==> config.mk <==
export PLATFORM = sky130hd
export DESIGN_NAME = rgb_to_hsv_convert_top
export DESIGN_NICKNAME = d
export VERILOG_FILES = /design/src/sv/rgbhsv_pkg.sv /design/src/sv/rgbhsv_cell.sv /design/src/sv/rgbhsv_front.sv /design/src/sv/rgb_to_hsv_convert_top.sv
export SDC_FILE = /design/constraint.sdc
export NUM_CORES = 2
export LEC_CHECK = 0
export ABC_AREA = 1
export BUFFER_PORTS_ARGS = -buffer_cell sky130_fd_sc_hd__clkbuf_2
export CORE_ASPECT_RATIO = 1.1
export CORE_MARGIN = 3
export CORE_UTILIZATION = 25
export DETAILED_ROUTE_END_ITERATION = 8
export PLACE_DENSITY = 0.48
export SYNTH_ARGS = -nofsm -noshare
export SYNTH_HDL_FRONTEND = slang
export SYNTH_HIERARCHICAL = 1
export SYNTH_SLANG_ARGS = --single-unit
==> constraint.sdc <==
create_clock -name i_clk -period 101.9 [get_ports i_clk]
set_clock_uncertainty 0.2 [all_clocks]
set_input_delay 15.285 -clock i_clk [delete_from_list [all_inputs] [get_ports i_clk]]
set_output_delay 15.285 -clock i_clk [all_outputs]
set_load 0.02 [all_outputs]
==> src/sv/rgbhsv_pkg.sv <==
// Package for the RGB to HSV converter: field widths, hue scaling constants
// and the pipeline payload type. Depends on nothing.
package rgbhsv_pkg;

    localparam int unsigned CHAN_W       = 8;
    localparam int unsigned HUE_W        = 15;
    localparam int unsigned HUE_FRAC_DEF = 6;
    localparam int unsigned HUE_FRAC_MAX = 10;
    // Numerators never exceed 360 * 2^HUE_FRAC_MAX * 255 < 2^27.
    localparam int unsigned NUM_W        = 27;
    // Quotients are below 2^(NUM_W - 8 + 1): each hue dividend is at most 60 * 2^HUE_FRAC_MAX times its divisor.
    localparam int unsigned QUO_W        = 20;

    typedef struct packed {
        logic [NUM_W-1:0]  hue_rem;
        logic [QUO_W-1:0]  hue_quo;
        logic [NUM_W-1:0]  hue_base;
        logic [CHAN_W-1:0] hue_div;
        logic [15:0]       sat_rem;
        logic [CHAN_W-1:0] sat_quo;
        logic [CHAN_W-1:0] sat_div;
        logic [CHAN_W-1:0] value;
        logic              gray;
    } t_cell_data;

endpackage

==> src/sv/rgbhsv_cell.sv <==
// One restoring division cell: produces one hue quotient bit and, in the
// last eight cells, one saturation quotient bit. Depends on rgbhsv_pkg.
module rgbhsv_cell #(
    parameter int unsigned HUE_BIT = 0,
    parameter int unsigned SAT_BIT = 0,
    parameter bit          DO_SAT  = 1'b0
) (
    input  logic                    i_clk,
    input  logic                    i_rst_n,
    input  logic                    i_en,
    input  logic                    i_valid,
    input  rgbhsv_pkg::t_cell_data  i_data,
    output logic                    o_valid,
    output rgbhsv_pkg::t_cell_data  o_data
);

    localparam int unsigned NW = rgbhsv_pkg::NUM_W;

    rgbhsv_pkg::t_cell_data r_data, n_data;
    logic                   r_valid;
    logic [NW+rgbhsv_pkg::CHAN_W-1:0] w_hue_sub;
    logic [16+rgbhsv_pkg::CHAN_W:0]   w_sat_sub;

    always_comb begin
        n_data    = i_data;
        w_hue_sub = {{rgbhsv_pkg::CHAN_W{1'b0}}, i_data.hue_rem};
        w_sat_sub = '0;
        // Compare remainder against divisor shifted to this quotient bit.
        if (w_hue_sub >= ({{NW{1'b0}}, i_data.hue_div} << HUE_BIT)) begin
            n_data.hue_rem = i_data.hue_rem
                - NW'({{NW{1'b0}}, i_data.hue_div} << HUE_BIT);
            n_data.hue_quo[HUE_BIT] = 1'b1;
        end
        if (DO_SAT) begin
            w_sat_sub = {{rgbhsv_pkg::CHAN_W+1{1'b0}}, i_data.sat_rem};
            if (w_sat_sub >= ({{17{1'b0}}, i_data.sat_div} << SAT_BIT)) begin
                n_data.sat_rem = i_data.sat_rem
                    - 16'({{17{1'b0}}, i_data.sat_div} << SAT_BIT);
                n_data.sat_quo[SAT_BIT] = 1'b1;
            end
        end
    end

    always_ff @(posedge i_clk) begin
        if (!i_rst_n) begin
            r_valid <= 1'b0;
        end else if (i_en) begin
            r_valid <= i_valid;
        end
        if (i_en) begin
            r_data <= n_data;
        end
    end

    assign o_valid = r_valid;
    assign o_data  = r_data;

endmodule

==> src/sv/rgbhsv_front.sv <==
// Input stage: finds max, min and the hue sector, and forms the dividends.
// Depends on rgbhsv_pkg.
module rgbhsv_front #(
    parameter int unsigned HUE_FRAC_BITS = rgbhsv_pkg::HUE_FRAC_DEF
) (
    input  logic                          i_clk,
    input  logic                          i_rst_n,
    input  logic                          i_en,
    input  logic                          i_valid,
    input  logic [rgbhsv_pkg::CHAN_W-1:0] i_red,
    input  logic [rgbhsv_pkg::CHAN_W-1:0] i_green,
    input  logic [rgbhsv_pkg::CHAN_W-1:0] i_blu,
    output logic                          o_valid,
    output rgbhsv_pkg::t_cell_data        o_data
);

    localparam int unsigned NW = rgbhsv_pkg::NUM_W;
    localparam logic [NW-1:0] SECTOR = NW'(60) << HUE_FRAC_BITS;

    logic [7:0]    w_max, w_min, w_d, w_lo;
    logic [NW-1:0] w_diff, w_num, w_base;
    logic          w_neg;
    rgbhsv_pkg::t_cell_data r_data, n_data;
    logic          r_valid;

    always_comb begin
        w_max = i_red;
        if (i_green > w_max) w_max = i_green;
        if (i_blu > w_max) w_max = i_blu;
        w_min = i_red;
        if (i_green < w_min) w_min = i_green;
        if (i_blu < w_min) w_min = i_blu;
        w_d = w_max - w_min;
        // Hue = base + floor(SECTOR*(a-b)/d); a negative offset borrows one
        // sector's worth of d so the dividend stays positive.
        if (i_red == w_max) begin
            w_neg  = i_green < i_blu;
            w_lo   = w_neg ? (i_blu - i_green) : (i_green - i_blu);
            w_base = '0;
        end else if (i_green == w_max) begin
            w_neg  = i_blu < i_red;
            w_lo   = w_neg ? (i_red - i_blu) : (i_blu - i_red);
            w_base = SECTOR << 1;
        end else begin
            w_neg  = i_red < i_green;
            w_lo   = w_neg ? (i_green - i_red) : (i_red - i_green);
            w_base = SECTOR << 2;
        end
        w_diff = SECTOR * NW'(w_lo);
        if (w_neg) begin
            // floor(-x/d) = -ceil(x/d); dividend SECTOR*d - x, base - SECTOR
            w_num  = SECTOR * NW'(w_d) - w_diff;
            w_base = (w_base == '0) ? (SECTOR * NW'(5)) : (w_base - SECTOR);
        end else begin
            w_num = w_diff;
        end
        n_data          = '0;
        n_data.hue_rem  = w_num;
        n_data.hue_base = w_base;
        n_data.hue_div  = w_d;
        n_data.sat_rem  = 16'(w_d) * 16'd255;
        n_data.sat_div  = w_max;
        n_data.value    = w_max;
        n_data.gray     = (w_d == '0);
        if (w_d == '0) begin
            n_data.hue_div = 8'd1;
            n_data.sat_div = 8'd1;
            n_data.hue_rem = '0;
            n_data.sat_rem = '0;
        end
    end

    always_ff @(posedge i_clk) begin
        if (!i_rst_n) begin
            r_valid <= 1'b0;
        end else if (i_en) begin
            r_valid <= i_valid;
        end
        if (i_en) begin
            r_data <= n_data;
        end
    end

    assign o_valid = r_valid;
    assign o_data  = r_data;

endmodule

==> src/sv/rgb_to_hsv_convert_top.sv <==
// Top level of the RGB to HSV converter: front stage, a row of division
// cells and the output register. Depends on rgbhsv_pkg and its submodules.
//
// One pixel is accepted every clock unless the pipe is stalled. Each pixel
// passes through an input stage, then a row of restoring division cells
// that each resolve one hue quotient bit (and one saturation bit in the
// last eight), then an output register. The whole pipe advances when the
// output register is empty or being read, so i_ready low with a result held stalls it.
module rgb_to_hsv_convert_top #(
    parameter int unsigned HUE_FRAC_BITS = rgbhsv_pkg::HUE_FRAC_DEF
) (
    input  logic                          i_clk,
    input  logic                          i_rst_n,
    input  logic                          i_valid,
    output logic                          o_ready,
    input  logic [rgbhsv_pkg::CHAN_W-1:0] i_red,
    input  logic [rgbhsv_pkg::CHAN_W-1:0] i_green,
    input  logic [rgbhsv_pkg::CHAN_W-1:0] i_blu,
    output logic                          o_valid,
    input  logic                          i_ready,
    output logic [rgbhsv_pkg::HUE_W-1:0]  o_hue,
    output logic [rgbhsv_pkg::CHAN_W-1:0] o_saturation,
    output logic [rgbhsv_pkg::CHAN_W-1:0] o_value
);

    localparam int unsigned NC = rgbhsv_pkg::QUO_W;

    logic                   w_en;
    logic                   w_valid [NC+1];
    rgbhsv_pkg::t_cell_data w_data  [NC+1];
    logic [rgbhsv_pkg::NUM_W-1:0] w_hue;
    logic                   r_valid;

    assign w_en    = !r_valid || i_ready;
    assign o_ready = w_en;

    rgbhsv_front #(.HUE_FRAC_BITS(HUE_FRAC_BITS)) u_front (
        .i_clk   (i_clk),
        .i_rst_n (i_rst_n),
        .i_en    (w_en),
        .i_valid (i_valid),
        .i_red   (i_red),
        .i_green (i_green),
        .i_blu   (i_blu),
        .o_valid (w_valid[0]),
        .o_data  (w_data[0])
    );

    for (genvar k = 0; k < NC; k++) begin : g_cell
        rgbhsv_cell #(
            .HUE_BIT (NC - 1 - k),
            .SAT_BIT ((NC - 1 - k) % 8),
            .DO_SAT  (k >= NC - 8)
        ) u_cell (
            .i_clk   (i_clk),
            .i_rst_n (i_rst_n),
            .i_en    (w_en),
            .i_valid (w_valid[k]),
            .i_data  (w_data[k]),
            .o_valid (w_valid[k+1]),
            .o_data  (w_data[k+1])
        );
    end

    assign w_hue = w_data[NC].hue_base
        + {{(rgbhsv_pkg::NUM_W - NC){1'b0}}, w_data[NC].hue_quo};

    always_ff @(posedge i_clk) begin
        if (!i_rst_n) begin
            r_valid <= 1'b0;
        end else if (w_en) begin
            r_valid <= w_valid[NC];
        end
        if (w_en) begin
            o_hue        <= w_data[NC].gray ? '0 : w_hue[rgbhsv_pkg::HUE_W-1:0];
            o_saturation <= w_data[NC].gray ? '0 : w_data[NC].sat_quo;
            o_value      <= w_data[NC].value;
        end
    end

    assign o_valid = r_valid;

endmodule
# == Word level (Yosys, flattened, before mapping) ==
# Cells that the tools add are included.
# totals
regBits,1887
latch_bits,0
ram_bits,0
romBits,0
output_inout_bits,33
wordCells,337
n_memories,0
# classes
n_addsub,36
multipliers,3
div_mod_pow,0
order_cmp,35
eq_ne,2
shift,0
n_mux,42
bitwise_logic,1
n_reduce_logical,5
# op_table
operator,count
27-bit two-way mux,18
16-bit two-way mux,6
8-bit two-way mux,9
8-bit subtractor,7
8-bit less-than comparator,5
15-bit two-way mux,2
14-bit two-way mux,2
28-bit two-way mux,1
27-bit by 10-bit >= comparator with 1-bit output,1
27-bit by 11-bit >= comparator with 1-bit output,1
27-bit by 12-bit >= comparator with 1-bit output,1
27-bit by 13-bit >= comparator with 1-bit output,1
27-bit by 14-bit >= comparator with 1-bit output,1
27-bit by 15-bit >= comparator with 1-bit output,1
27-bit by 16-bit >= comparator with 1-bit output,1
27-bit by 17-bit >= comparator with 1-bit output,1
27-bit by 18-bit >= comparator with 1-bit output,1
27-bit by 19-bit >= comparator with 1-bit output,1
27-bit by 20-bit >= comparator with 1-bit output,1
27-bit by 21-bit >= comparator with 1-bit output,1
27-bit by 22-bit >= comparator with 1-bit output,1
27-bit by 23-bit >= comparator with 1-bit output,1
27-bit by 24-bit >= comparator with 1-bit output,1
27-bit by 25-bit >= comparator with 1-bit output,1
54 further kinds,58

# == Depth between registers and ports, before layout ==
# depth
ltp_word,10
ltp_mapped,58
depth_no_buf,56

# == By module ==
# Netlist, hierarchy kept.
# by_module_without_submodules
module,instances,cells_per_inst,area_per_inst_um2
rgbhsv_front,1,1148,9261.4
rgbhsv_cell at g_cell[18].u_cell,1,619,6114.6
rgbhsv_cell at g_cell[19].u_cell,1,609,6098.3
rgbhsv_cell at g_cell[17].u_cell,1,598,6018.3
rgbhsv_cell at g_cell[15].u_cell,1,553,5853.1
rgbhsv_cell at g_cell[16].u_cell,1,569,5845.6
rgbhsv_cell at g_cell[14].u_cell,1,533,5754.3
rgbhsv_cell at g_cell[13].u_cell,1,491,5594.1
rgbhsv_cell at g_cell[12].u_cell,1,479,5532.8
rgbhsv_cell at g_cell[11].u_cell,1,369,4998.5
rgbhsv_cell at g_cell[10].u_cell,1,345,4922.2
rgbhsv_cell at g_cell[7].u_cell,1,349,4878.4
rgbhsv_cell at g_cell[9].u_cell,1,365,4859.7
rgbhsv_cell at g_cell[6].u_cell,1,351,4798.4
8 more rows,n/a,n/a,n/a

# == Worst setup path before layout ==
# Ideal clock, no wire load.
# synth_path
path_type,input port to output port
from,input i_ready
to,output o_ready
arrival_ns,69.565
slack_ns,16.850
cell_stages,2
n_path_buf,0
path_cell_list,inv_1 nand2_1
# synth_between
elab_chain_cells,1
# synth_rtl
item,line_no,rtl
start: declaration,rgb_to_hsv_convert_top.sv:20,"input logic i_ready,"
1-bit logical OR,rgb_to_hsv_convert_top.sv:34,assign w_en = !r_valid || i_ready;
end: declaration,rgb_to_hsv_convert_top.sv:15,"output logic o_ready,"
# Every way passes these cells.

# == Final worst setup path ==
# Ends and elaborated chain as after synthesis.

==> results by group <==
Status
  – Status: complete, no violations

Global route
  – Largest net degree at the start of global routing: 164
  – Gr ovfl total: 0
  – Gr usage total: 0.0933
  – Vias in the first global route: 57822
  – First-pass GRT wire length: 311 mm
  – Initial antenna violation count: 3

CTS
  – CTS Hold Buffers Added: 0
  – Post-CTS Setup Bufs: 0
  – Post-cts resize count: 0
  – TritonCTS clock tree: done
  – Clk slew on worst S/H paths: 0.06 ns
  – CTS Buf Count: 230
  – Worst skew pair latency: 0.87 ns
  – H-tree depth: 4
  – Clock sinks: 2175
  – CTS Buffer Depth: 4
  – Root buffer cell: clkbuf_16

Synthesis
  – Avg Inst Size Synth: 11.2 um2
  – Synth warn: 6
  – Mapped Cells: 8997
  – Netlist area before placement: 101000 um2

Drt
  – Via-per-instance ratio: 3.93
  – Drt wl/cell: 13.2 um
  – WL final: 194 mm
  – Vias: 57828
  – Antenna violation net count after detailed routing: 0
  – Drt first-iter violations: 3002
  – Drt pass-1 iters: 6
  – DRC Markers: 0

STA
  – Worst-Margin Slew: 1.03 ns
  – Hold Vio Cnt, Final: 0
  – Fin crit period: 31.57 ns
  – Crit share post-route: 0.310
  – Hold Slack: 0.177 ns
  – Fmax: 31.7 MHz
  – Slew headroom: 0.311
  – RSZ-0062 raised after global routing: false
  – Worst setup margin: 70.33 ns
  – Slew Limit Fails: 0
  – Final setup violation count: 0
  – Setup TNS Final: 0 ns

Critical path
  – CP startpoint kind: primary input
  – Most used cell, CP: clkbuf_2
  – Crit path buf inv count: 3
  – Critical Path Max Stage Delay: 0.32 ns
  – CP Capture Type: primary output
  – Req. time, crit path: 86.42 ns
  – WS Path Type: in2out
  – CP Max Fanout: 12
  – Top cell family by delay on the critical path: buffers and inverters
  – Setup crit start: i_ready
  – Crit path arrival time: 16.09 ns
  – Cell Chain, Critical Path: clkbuf_2 -> inv_1 -> nand2_4 -> clkbuf_2
  – Critical R2R Launch: o_valid$_SDFFE_PN0P_
  – Slowest stage cell, crit path: clkbuf_2
  – FF-to-FF setup slack: 95.24 ns

Finish
  – Nets@finish: 9743
  – Commonest non-fill, non-tap cells in the layout: nand2_1, edfxtp_1, inv_1
  – Most common cell after layout, fill and taps aside: nand2_1
  – Area grow syn2layout: 13.9%
  – Layout cells sized above 1: 0.109

Placed design
  – RePlAce Congestion: 0.872
  – Pre-CTS WS: 70.20 ns
  – Port Buffers: 60
  – HPWL Detailed: 142 mm

Job
  – Maxcap violations: 0

Floorplanning
  – Rows: 244
  – Die area: 412000 um2
  – I/O pins: 61
  – Die Ht: 673 um
  – Starting Density: 0.251
  – Die width: 612 um
  – Total core area: 402000 um2

Min path
  – Worst Min Path Start: g_cell[3].u_cell/o_data[63]$_DFFE_PP_
  – Worst min path class: reg2reg
[per-stage QoR]
step	cells	instance area (um2)	util
3_3_place_gp	14311	108000	0.268
2_1_floorplan	9035	101000	-
4_1_cts	14725	115000	0.286
3_5_place_dp	14311	108000	0.268
5_1_grt	14727	115000	0.286
6_report	14727	115000	0.286
[worst reg2reg max path, delay by kind of cell, from the launching register on]
| kind | cells | cell delay (ns) |
|---|---|---|
| flip-flops | 1 | 0.41 |
| buffers and inverters | 7 | 5.33 |
| AND/OR/NAND/NOR | 1 | 0.32 |
[state kept, by name (all words and copies together), names as in the netlist]
name	cells
g_cell.u_cell/o_data	2061
g_cell.u_cell/o_valid	20
o_hue	15
o_saturation	8
o_valid	1
o_value	8
u_front/o_data	61
u_front/o_valid	1
[layout make-up]
class / count / area, um2
inverter: 1425 / 5360
timing repair buffer: 94 / 593
antenna: 2 / 5.00
clock inverter: 153 / 1710
clock buffer: 261 / 5890
fill: 41347 / 287000
sequential: 2175 / 65100
multi-input combinational: 5328 / 29900
tap: 5289 / 6620
[final timing paths]
path,end,cells after the start
worst max register to register,g_cell[5].u_cell/o_data[54]$_DFFE_PP_,8
worst min register to register,g_cell[4].u_cell/o_data[63]$_DFFE_PP_,0
worst max-delay path,o_ready,4
worst min-delay path,g_cell[4].u_cell/o_data[63]$_DFFE_PP_,0
[metal layers]
layer  global-route usage  vias up  part of all wire
met1                0.110    26509              0.43
met2                0.171      635              0.51
li1                     -    30315                 -
met4               0.0330        0             0.033
met3               0.0134      369             0.029
met5                    0        -                 0
Power is left out: the tool's default activity adds up to more than one toggle a clock period on the data nets, which glitch-free logic cannot reach.
